`src/hdl/xptw_pkg.sv`:
```
package xptw_pkg;

  typedef struct packed {
    logic        command;
    logic [47:0] virt_addr;
    logic [4:0]  page_count;
    logic [63:0] entry_data;
    logic        read_error;
  } xptw_in_t;

  typedef struct packed {
    logic        kind;
    logic [51:0] read_addr;
    logic        read_wide;
    logic [39:0] frame_number;
    logic        fault;
    logic        last;
  } xptw_out_t;

  localparam int MaxPagesDef = 16;

  localparam logic CmdTranslate = 1'b0;
  localparam logic CmdEntry     = 1'b1;

  localparam logic KindRead   = 1'b0;
  localparam logic KindResult = 1'b1;

  localparam logic [1:0] CfgPaging = 2'd0;
  localparam logic [1:0] CfgLevels = 2'd1;
  localparam logic [1:0] CfgRoot   = 2'd2;

  localparam logic [47:0] MaskL4 = 48'hff80_0000_0000;
  localparam logic [47:0] MaskL3 = 48'h007f_c000_0000;
  localparam logic [47:0] MaskL2 = 48'h0000_ffc0_0000;
  localparam logic [5:0]  ShL4   = 6'd39;
  localparam logic [5:0]  ShL3   = 6'd30;
  localparam logic [5:0]  ShL2   = 6'd22;

  localparam logic [51:0] EntryFrame = 52'hf_ffff_ffff_f000;
  localparam logic [51:0] RootPae    = 52'hf_ffff_ffff_ffe0;
  localparam logic [51:0] RootPage   = 52'hf_ffff_ffff_f000;
  localparam int          LargeBit   = 7;
  localparam logic [47:0] PageBytes  = 48'h1000;

endpackage

```
`src/hdl/x86_page_table_walker_top.sv`:
```
// x86 page table walker: maps a run of 4 KiB virtual pages to frame numbers.
// Input channel (in_valid_i / in_stall_o / in_data_i) carries two kinds of beat:
// a translate command (start address, page count) and a returned table entry.
// Output channel (out_valid_o / out_stall_i / out_data_o) carries entry read
// requests (kind 0) and translation results (kind 1, last on the final page).
// The configuration port (cfg_we_i, cfg_index_i, cfg_data_i) sets paging on/off,
// table levels and the root register; write it while no beat is in flight.
// Each input beat is handled combinationally and its first result appears in
// the output register on the next cycle. A beat yields at most two results
// while walking (a page result and the next page's first read), so the block
// takes one beat per cycle while the receiver does not stall, holding the
// input while that read goes out if a page finishes mid-range. With paging off
// a translate beat yields one result per page, one per cycle unless stalled,
// and the input stalls until the run is out. Memory latency between a read
// request and its returned entry bounds the walk rate. When the receiver stalls,
// the output register holds and in_stall_o rises. Reset clears the walk, drops
// pending results and restores 2 levels, paging off and root zero.
module x86_page_table_walker_top
  import xptw_pkg::*;
#(
  parameter int MAX_PAGES = MaxPagesDef
) (
  input  logic        clk_i,
  input  logic        rst_ni,
  input  logic        in_valid_i,
  output logic        in_stall_o,
  input  xptw_in_t    in_data_i,
  output logic        out_valid_o,
  input  logic        out_stall_i,
  output xptw_out_t   out_data_o,
  input  logic        cfg_we_i,
  input  logic [1:0]  cfg_index_i,
  input  logic [51:0] cfg_data_i
);

  logic        paging_q;
  logic [2:0]  levels_q;
  logic [51:0] root_q;

  logic        busy_q, busy_d;
  logic [2:0]  walk_lvl_q, walk_lvl_d;
  logic [47:0] mask_q, mask_d;
  logic [5:0]  sh_q, sh_d;
  logic [47:0] cv_q, cv_d;
  logic [4:0]  left_q, left_d;

  logic        out_valid_q;
  xptw_out_t   out_q;
  logic        pend_rd_q;
  logic [51:0] pend_addr_q;
  logic        pend_wide_q;
  logic [4:0]  run_cnt_q;
  logic [39:0] run_frame_q;

  logic        out_free, in_acc;
  logic [2:0]  lv;
  logic        wide;
  logic [51:0] root_aligned;
  logic [47:0] start_mask;
  logic [5:0]  start_sh;
  logic [5:0]  step;
  logic [47:0] mask_sh;
  logic [5:0]  nsh;
  logic [51:0] low52;
  logic [47:0] pv_old;
  logic [47:0] cv_next;
  logic [51:0] ent_base;
  logic [4:0]  cnt;

  logic        res0_v, res0_rd;
  xptw_out_t   res0;
  logic        pend_set;
  logic [51:0] pend_addr_n;
  logic        run_set;
  logic [4:0]  run_cnt_n;
  logic [39:0] run_frame_n;
  logic        fin, fin_fault;
  logic [39:0] fin_frame;
  logic [51:0] rd_base;
  logic [47:0] rd_mask;
  logic [5:0]  rd_sh;
  logic [47:0] rd_cv;
  logic [47:0] rd_pv;
  logic [9:0]  rd_idx;
  logic [51:0] rd_addr;

  always_ff @(posedge clk_i or negedge rst_ni) begin
    if (!rst_ni) begin
      paging_q <= 1'b0;
      levels_q <= 3'd2;
      root_q   <= '0;
    end else if (cfg_we_i) begin
      case (cfg_index_i)
        CfgPaging: paging_q <= cfg_data_i[0];
        CfgLevels: levels_q <= cfg_data_i[2:0];
        CfgRoot:   root_q   <= cfg_data_i;
        default: ;
      endcase
    end
  end

  always_comb begin
    if (levels_q < 3'd2) begin
      lv = 3'd2;
    end else if (levels_q > 3'd4) begin
      lv = 3'd4;
    end else begin
      lv = levels_q;
    end
  end

  assign wide         = (lv != 3'd2);
  assign root_aligned = (lv == 3'd3) ? (root_q & RootPae) : (root_q & RootPage);
  assign start_mask   = (lv == 3'd4) ? MaskL4 : ((lv == 3'd3) ? MaskL3 : MaskL2);
  assign start_sh     = (lv == 3'd4) ? ShL4 : ((lv == 3'd3) ? ShL3 : ShL2);
  assign step         = wide ? 6'd9 : 6'd10;
  assign mask_sh      = mask_q >> step;
  assign nsh          = (sh_q >= step) ? (sh_q - step) : 6'd0;
  assign low52        = (mask_q == '0) ? '1 : ((52'd1 << sh_q) - 52'd1);
  assign pv_old       = (lv == 3'd4) ? cv_q : {16'b0, cv_q[31:0]};
  assign cv_next      = cv_q + PageBytes;
  assign ent_base     = in_data_i.entry_data[51:0] & EntryFrame;
  assign cnt          = (int'(in_data_i.page_count) > MAX_PAGES) ? 5'(MAX_PAGES)
                                                                 : in_data_i.page_count;

  assign out_free   = !out_valid_q || !out_stall_i;
  assign in_stall_o = pend_rd_q || (run_cnt_q != '0) || !out_free;
  assign in_acc     = in_valid_i && !in_stall_o;

  always_comb begin
    busy_d      = busy_q;
    walk_lvl_d  = walk_lvl_q;
    mask_d      = mask_q;
    sh_d        = sh_q;
    cv_d        = cv_q;
    left_d      = left_q;
    res0_v      = 1'b0;
    res0_rd     = 1'b0;
    res0        = '0;
    pend_set    = 1'b0;
    run_set     = 1'b0;
    run_cnt_n   = '0;
    run_frame_n = '0;
    fin         = 1'b0;
    fin_fault   = 1'b0;
    fin_frame   = '0;
    rd_base     = root_aligned;
    rd_mask     = start_mask;
    rd_sh       = start_sh;
    rd_cv       = in_data_i.virt_addr;

    if (in_acc) begin
      if (in_data_i.command == CmdTranslate) begin
        if (!busy_q && cnt != '0) begin
          res0_v = 1'b1;
          if (!paging_q) begin
            res0.kind         = KindResult;
            res0.frame_number = {4'b0, in_data_i.virt_addr[47:12]};
            res0.last         = (cnt == 5'd1);
            if (cnt > 5'd1) begin
              run_set     = 1'b1;
              run_cnt_n   = cnt - 5'd1;
              run_frame_n = {4'b0, in_data_i.virt_addr[47:12]} + 40'd1;
            end
          end else begin
            cv_d       = in_data_i.virt_addr;
            left_d     = cnt;
            busy_d     = 1'b1;
            walk_lvl_d = lv;
            mask_d     = start_mask;
            sh_d       = start_sh;
            res0_rd    = 1'b1;
          end
        end
      end else if (busy_q) begin
        if (in_data_i.read_error || !in_data_i.entry_data[0]) begin
          fin       = 1'b1;
          fin_fault = 1'b1;
        end else if (walk_lvl_q == 3'd2 && in_data_i.entry_data[LargeBit]) begin
          fin       = 1'b1;
          fin_frame = 40'(((ent_base & ~low52) | ({4'b0, pv_old} & low52)) >> 12);
        end else begin
          mask_d     = mask_sh;
          sh_d       = nsh;
          walk_lvl_d = walk_lvl_q - 3'd1;
          if (walk_lvl_q == 3'd1) begin
            fin       = 1'b1;
            fin_frame = ent_base[51:12];
          end else begin
            res0_v  = 1'b1;
            res0_rd = 1'b1;
            rd_base = ent_base;
            rd_mask = mask_sh;
            rd_sh   = nsh;
            rd_cv   = cv_q;
          end
        end
        if (fin) begin
          res0_v            = 1'b1;
          res0.kind         = KindResult;
          res0.frame_number = fin_frame;
          res0.fault        = fin_fault;
          res0.last         = (left_q <= 5'd1);
          left_d            = (left_q == '0) ? '0 : left_q - 5'd1;
          cv_d              = cv_next;
          if (left_q <= 5'd1) begin
            busy_d     = 1'b0;
            walk_lvl_d = '0;
          end else begin
            walk_lvl_d = lv;
            mask_d     = start_mask;
            sh_d       = start_sh;
            rd_cv      = cv_next;
            pend_set   = 1'b1;
          end
        end
      end
    end

    rd_pv       = (lv == 3'd4) ? rd_cv : {16'b0, rd_cv[31:0]};
    rd_idx      = 10'((rd_pv & rd_mask) >> rd_sh);
    rd_addr     = rd_base + (wide ? {39'b0, rd_idx, 3'b0} : {40'b0, rd_idx, 2'b0});
    pend_addr_n = rd_addr;
    if (res0_rd) begin
      res0.kind      = KindRead;
      res0.read_addr = rd_addr;
      res0.read_wide = wide;
    end
  end

  always_ff @(posedge clk_i or negedge rst_ni) begin
    if (!rst_ni) begin
      busy_q     <= 1'b0;
      walk_lvl_q <= '0;
      mask_q     <= '0;
      sh_q       <= '0;
      cv_q       <= '0;
      left_q     <= '0;
    end else begin
      busy_q     <= busy_d;
      walk_lvl_q <= walk_lvl_d;
      mask_q     <= mask_d;
      sh_q       <= sh_d;
      cv_q       <= cv_d;
      left_q     <= left_d;
    end
  end

  always_ff @(posedge clk_i or negedge rst_ni) begin
    if (!rst_ni) begin
      out_valid_q <= 1'b0;
      pend_rd_q   <= 1'b0;
      run_cnt_q   <= '0;
    end else if (out_free) begin
      if (pend_rd_q) begin
        out_valid_q <= 1'b1;
        pend_rd_q   <= 1'b0;
      end else if (run_cnt_q != '0) begin
        out_valid_q <= 1'b1;
        run_cnt_q   <= run_cnt_q - 5'd1;
      end else begin
        out_valid_q <= res0_v;
        pend_rd_q   <= pend_set;
        if (run_set) begin
          run_cnt_q <= run_cnt_n;
        end
      end
    end
  end

  always_ff @(posedge clk_i) begin
    if (out_free) begin
      if (pend_rd_q) begin
        out_q           <= '0;
        out_q.kind      <= KindRead;
        out_q.read_addr <= pend_addr_q;
        out_q.read_wide <= pend_wide_q;
      end else if (run_cnt_q != '0) begin
        out_q              <= '0;
        out_q.kind         <= KindResult;
        out_q.frame_number <= run_frame_q;
        out_q.last         <= (run_cnt_q == 5'd1);
        run_frame_q        <= run_frame_q + 40'd1;
      end else begin
        if (res0_v) begin
          out_q <= res0;
        end
        if (pend_set) begin
          pend_addr_q <= pend_addr_n;
          pend_wide_q <= wide;
        end
        if (run_set) begin
          run_frame_q <= run_frame_n;
        end
      end
    end
  end

  assign out_valid_o = out_valid_q;
  assign out_data_o  = out_q;

`ifndef SYNTHESIS
  a_busy_has_level: assert property (@(posedge clk_i) disable iff (!rst_ni)
    busy_q |-> (walk_lvl_q != '0 && left_q != '0))
    else $error("walk busy with no level or no pages left");

  a_pend_behind_result: assert property (@(posedge clk_i) disable iff (!rst_ni)
    pend_rd_q |-> (out_valid_q && busy_q && out_q.kind == KindResult))
    else $error("pending read without a page result ahead of it");

  a_run_not_last: assert property (@(posedge clk_i) disable iff (!rst_ni)
    (run_cnt_q != '0) |-> (out_valid_q && out_q.kind == KindResult && !out_q.last))
    else $error("identity run continues past a last beat");

  a_read_while_busy: assert property (@(posedge clk_i) disable iff (!rst_ni)
    (out_valid_q && out_q.kind == KindRead) |-> busy_q)
    else $error("read request shown with no walk in progress");
`endif

endmodule
```
`config.mk`:
```
export PLATFORM = sky130hd
export DESIGN_NAME = x86_page_table_walker_top
export DESIGN_NICKNAME = d
export VERILOG_FILES = /design/src/hdl/xptw_pkg.sv /design/src/hdl/x86_page_table_walker_top.sv
export SDC_FILE = /design/constraint.sdc
export NUM_CORES = 1
export LEC_CHECK = 0
export ABC_AREA = 1
export ABC_CLOCK_PERIOD_IN_PS = 10100
export BUFFER_PORTS_ARGS = -buffer_cell sky130_fd_sc_hd__clkbuf_2
export CORE_ASPECT_RATIO = 0.8
export CORE_MARGIN = 5
export CORE_UTILIZATION = 55
export CTS_BUF_LIST = sky130_fd_sc_hd__clkbuf_4
export DETAILED_ROUTE_END_ITERATION = 6
export PLACE_DENSITY = 0.79
export SLEW_MARGIN = 20
export SYNTH_ARGS = -nofsm -noshare
export SYNTH_HDL_FRONTEND = slang
export SYNTH_SLANG_ARGS = --single-unit
```
`constraint.sdc`:
```
create_clock -name clk_i -period 10.1 [get_ports clk_i]
set_input_delay 0 -clock clk_i [delete_from_list [all_inputs] [get_ports clk_i]]
set_output_delay 0 -clock clk_i [all_outputs]
set_load 0.02 [all_outputs]
```
* Word level (Yosys, flattened, before mapping) *
Index checks and enable logic that the tools add are counted.

storage, ports and cells
  register bits = 363
  input bits = 178
  output and inout bits = 98
  logic and storage cells = 244

operators by class
  $add $sub $neg = 10
  $lt $le $gt $ge = 6
  equality and inequality tests = 13
  shift operators = 3
  multiplexer cells = 151
  bitwise gates (word level) = 7
  reduce and logical (&&, ||, !) cells = 33

operators by type and width
  operator                number
  $mux 48                 30
  $mux 52                 7
  $mux 40                 6
  $mux 96                 2
  $mux 37                 5
  $mux 42                 3
  $mux 6                  16
  $mux 95                 1
  $mux 36                 2
  $mux 5                  14
  $mux 54                 1
  $add 52x13->52          1
  $and 48x52->52          1
  $and 52x52->52          1
  $not 52->52             1
  $or 52x52->52           1
  $shl 1x6->52 const A    1
  $sub 52x1->52 const B   1
  $mux 1                  49
  $add 48x13->48 const B  1
  $and 48x48->48          1
  $logic_not 48->1        1
  $shr 48x4->48           1
  $shr 48x6->10           1
  other kinds (40)        75

* Logic depth before layout (Yosys ltp) *
  depth in word-level cells = 20
  depth in mapped cells = 46
  depth with buffers taken out = 41

* Worst setup path before layout *
No wires, ideal clock.

  path type = reg-to-reg
  start point = register run_cnt_q[0]
  end point = register out_q, in the netlist out_data_o[0], enable pin
  library setup time = 0.598 ns
  data arrival time = 6.389 ns
  required time = 9.502 ns
  path slack = 3.114 ns
  cell stages (with the launch flop) = 9
  path buffers = 0
  clock period less this slack = 6.986 ns
  cell sequence = dfrtp_1 > inv_1 > ha_1 > nand3_2 > nor2_2 > nand3_1 > nor2_1 > a31oi_1 > a32oi_1

between the ends
  cells in the longest elaborated chain, start to end = 8

RTL lines
  what                                    RTL line                                                            text
  start, declared                         x86_page_table_walker_top.sv:52                                     logic [4:0] run_cnt_q;
  start signal, assigned                  x86_page_table_walker_top.sv:260                                    run_cnt_q <= run_cnt_q - 5'd1;
  start signal, assigned                  x86_page_table_walker_top.sv:265                                    run_cnt_q <= run_cnt_n;
  $reduce_bool 5->1 (*)                   x86_page_table_walker_top.sv:127, x86_page_table_walker_top.sv:278
  $logic_or 1x1->1 (2 in series)          x86_page_table_walker_top.sv:127                                    assign in_stall_o = pend_rd_q || (run_cnt_q != '0) || !out_free;
  $logic_not 1->1                         x86_page_table_walker_top.sv:128                                    assign in_acc = in_valid_i && !in_stall_o;
  $logic_and 1x1->1                       x86_page_table_walker_top.sv:128
  $mux 1                                  x86_page_table_walker_top.sv:152                                    if (in_acc) begin
  $reduce_bool 3->1 (no source line) (*)  -
  $reduce_and 2->1 (no source line) (*)   -
  end signal, assigned                    x86_page_table_walker_top.sv:286                                    out_q <= res0;
  end, declared                           x86_page_table_walker_top.sv:48                                     xptw_out_t out_q;

Every way passes the cells marked *; elsewhere a longest branch is shown, timed or not.
A chain may end at the register's enable or synchronous reset.

* Worst setup path in the final report *
  start point = register walk_lvl_q[0]
  end point = register out_q, in the netlist out_data_o[86] (data pin)

between the ends
  cells in the longest elaborated chain, start to end = 20
  elaborated cells on any way between the ends = 50
  those cells by class = add/sub: 1; eq/ne: 2; shift: 1; mux: 44; bitwise: 1; reduce/logical: 1

RTL lines
  what                                         RTL line                                                            text
  start, declared                              x86_page_table_walker_top.sv:41                                     logic [2:0] walk_lvl_q, walk_lvl_d;
  start signal, assigned                       x86_page_table_walker_top.sv:241                                    walk_lvl_q <= walk_lvl_d;
  $eq 3x1->1 or $eq 3x2->1 (tied branches)     x86_page_table_walker_top.sv:186, x86_page_table_walker_top.sv:179
  $mux 1 or $logic_and 1x1->1 (tied branches)  x86_page_table_walker_top.sv:186, x86_page_table_walker_top.sv:179
  $mux 1                                       x86_page_table_walker_top.sv:179                                    end else if (walk_lvl_q == 3'd2 && in_data_i.entry_data[LargeBit]) begin
  $mux 1                                       x86_page_table_walker_top.sv:176                                    if (in_data_i.read_error || !in_data_i.entry_data[0]) begin
  $mux 1                                       x86_page_table_walker_top.sv:175                                    end else if (busy_q) begin
  $mux 1                                       x86_page_table_walker_top.sv:153                                    if (in_data_i.command == CmdTranslate) begin
  $mux 1                                       x86_page_table_walker_top.sv:152
  $mux 48                                      x86_page_table_walker_top.sv:198                                    if (fin) begin
  (+5 left out)                                -
  $shr 48x6->10                                x86_page_table_walker_top.sv:221                                    rd_idx = 10'((rd_pv & rd_mask) >> rd_sh);
  $mux 13                                      x86_page_table_walker_top.sv:222                                    rd_addr = rd_base + (wide ? {39'b0, rd_idx, 3'b0} : {40'b0, rd_idx, 2'b0});
  $add 52x13->52 (*)                           x86_page_table_walker_top.sv:222
  named net pend_addr_n[43]                    x86_page_table_walker_top.sv:73                                     logic [51:0] pend_addr_n;
  $mux 54 (*)                                  x86_page_table_walker_top.sv:224                                    if (res0_rd) begin
  $mux 96 (*)                                  x86_page_table_walker_top.sv:285                                    if (res0_v) begin
  $mux 96 (*)                                  x86_page_table_walker_top.sv:278                                    end else if (run_cnt_q != '0) begin
  $mux 95 (*)                                  x86_page_table_walker_top.sv:273                                    if (pend_rd_q) begin

The timed path passes the listed nets; every way through them passes the cells marked *. The select of a mux whose other input is x is not followed.

==> out/metrics.cfg <==
[global_route]
grt_util_all_layers_pct = 39.21
grt_pass1_wl_microns = 149900
grt_max_degree = 99
grt_pass1_vias = 25850
antenna_found_initial = 5
gr-total-overflow = 0

[yosys]
yosysUniqueCellTypes = 66
synth-edff-count = 185
synthArstFlopShare_pct = 47.74
synthesis.instances = 3464
syn-cell-area_sq_um = 24820
yosysTopAreaCell = edfxtp_1
synth_common_cells = nand2_1 (929), o21ai_0 (355), inv_1 (341), nor2_1 (293), nand3_1 (289)
synth_seq_area_share_pct = 39.42
synth_top_area_share_pct = 22.38
syn_avg_cell_area_sq_um = 7.166
synth_warnings = 0
ys.flop_type = edfxtp_1
synth_area_leaders = edfxtp_1 (22%), dfrtp_1 (17%), nand2_1 (14%)
ys_ff_latch = 354
yosysMostFrequentCell = nand2_1

[die]
coreArea_sq_um = 44550
start_util_pct = 55.72
die_w_microns = 247.5
dieHeight_microns = 200.0
die-area_sq_um = 49500
num_io_pins = 276
rows = 69

[power]
p_int_mw = 3.247
combinationalPowerShare_pct = 37.9
ir_worst_vdd_mv = 0.1387
p_sw_share_pct = 42.56
power_mw = 5.653
power_leakage_nw = 14.04
clkPwrFrac_pct = 23.8
switching_power_mw = 2.406
power_density_nw_per_um2 = 184.2
p_seq_share_pct = 38.3

[sta]
tns_ns = 0
fin_skew_ns = 0.07435
max_slew_margin_pct = 23.84
slew_violations = 0
min_period_ns = 8.246
finalSetupViolations = 0
finalHoldViolCount = 0
tightest_slew_ns = 1.141
setup_slack_ns = 1.854
rsz0062_at_grt = no
fin_crit_sh_pct = 81.64
fmax_mhz = 121.3

[route]
drt_iter0_drc = 4156
vias = 28110
drc_errors = 2
final_antenna_net_count = 0
wl_microns = 100400
firstDrtPassIters = 7
wl_per_cell_microns = 21.56
via_per_inst = 6.035

[outcome]
outcome = finished, violations left
violations = design-rule violations

[clock_tree]
clockBufferDepth = 3
numCtsBuffers = 92
clkTransAtPathRegs_ns = 0.06
cts-root-buf = clkbuf_4
htreeDepth = 3
insertion_delay_ns = 0.91
ctsResizeCount = 0
cts_sinks = 354
cts_tree = yes

[worst_setup_path]
r2r_slack_ns = 1.85
rr_endpoint = out_data_o[86]
cp-start-kind = flop
crit_arrival_ns = 8.86
path_max_fanout = 39
crit_path_max_incr_delay_ns = 0.61
crit_path_end_kind = flop
slowest_stage = nand2_1
rr_startpoint = walk_lvl_q[0]
crit_type = reg2reg
crit_start = walk_lvl_q[0]
cpMostUsedCell = nand2_1
endpoint = out_data_o[86]
reg2regPathDepth = 40
crit_required_ns = 10.71

[finish]
areaGrowthSynthToFinish_pct = 23.66
multi_input_area_sq_um = 13070
seqCellArea_sq_um = 9787
drive_above_1_share_pct = 13.97
fillers = 3698
stdcell_count = 4658
fin_area_sq_um = 30690
layout.nets = 4181

[min_path]
hold_path_depth = 4
hp-class = in2reg

[placement]
post-place-ws_ns = 2.454
hpwlAfterDp_microns = 68020
io_buffers = 249
gp_congestion = 1.058
placed_cell_area_sq_um = 26440
dp.cells = 4189

[job]
drv_cap = 0

layout make-up:
class                      instances  area share [%]
antenna                            3         0.02446
clock inverter                    26          0.4892
multi-input combinational       2590           42.57
sequential                       354           31.89
clock buffer                     142           3.473
timing repair buffer             578           14.67
inverter                         362           4.427
tap                              603           2.458
worst max-delay path, delay by kind of cell (launching register included):
family          cells  cell delay (ns)
compound gates      6             1.24
xor+xnor            1             0.17
fa+ha+maj           3             0.65
buf+inv             4             1.31
flops               1             0.37
simple gates       26             4.21
power by group through the flow:
stage,clock (mW),sequential [mW],combinational [mW]
2_1_floorplan,0,2.14,1.28
3_3_place_gp,0,2.16,1.87
3_5_place_dp,0,2.16,1.90
4_1_cts,1.33,2.13,2.04
5_1_grt,1.44,2.19,2.34
6_report,1.35,2.16,2.14
stage by stage:
stage	utilization (%)	hold slack [ns]
after global routing	68.90	0.06903
final	68.90	0.08726
after global placement	59.36	0.1979
after CTS	68.80	0.0008783
after floorplan	-	-0.2956
after detailed placement	59.36	0.1946
how the worst min path moves through the flow:
stage,startpoint,end,slack (ns)
after floorplan,rst_ni,busy_q,-0.30
after global placement,rst_ni,mask_q[5],0.20
after detailed placement,rst_ni,mask_q[5],0.19
after CTS,cfg_index_i[1],root_q[41],0.0009
after global routing,cfg_index_i[1],root_q[38],0.07
final,cfg_index_i[0],levels_q[2],0.09
routing by layer:
layer	vias up	share of wire (%)	track usage, %
met5	-	0.025	0
met4	4	5.3	18.30
met3	335	14	12.45
met2	2086	43	58.65
met1	12910	38	52.39
li1	12780	-	-
cells by family after synthesis:
kind of cell / Yosys count / synth area share, %
compound gates: 710 / 16.25
xor+xnor: 78 / 2.813
other cells: 1 / 0.01511
buf+inv: 521 / 8.272
fa+ha+maj: 25 / 1.321
simple gates: 1728 / 29.79
flops: 354 / 39.42
mux: 47 / 2.122
cell usage in the layout (no fill, tap or decap), types with 42 or more instances in the layout:
cell	count
nand2_1	928
o21ai_0	355
inv_1	341
dlygate4sd3_1	296
nor2_1	289
nand3_1	288
clkbuf_2	248
edfxtp_1	185
dfrtp_1	167
clkbuf_4	142
a21oi_1	126
nand4_1	68
xor2_1	65
nor3_1	59
a31oi_1	45
mux2_2	42
repair_timing:
item	4_1_cts	5_1_grt
hold buffers	297	0
buffers inserted	0	0
hold endpoints to repair	401	0
flip-flops by register name, indices dropped and copies added, names as in the netlist:
signal       cells
out_data_o      94
run_frame_q     40
out_valid_o      1
mask_q          48
run_cnt_q        5
root_q          47
pend_wide_q      1
cv_q            48
busy_q           1
pend_rd_q        1
walk_lvl_q       3
levels_q         3
left_q           5
pend_addr_q     50
sh_q             6
paging_q         1
Note: power is estimated with default switching activity, not from simulation.
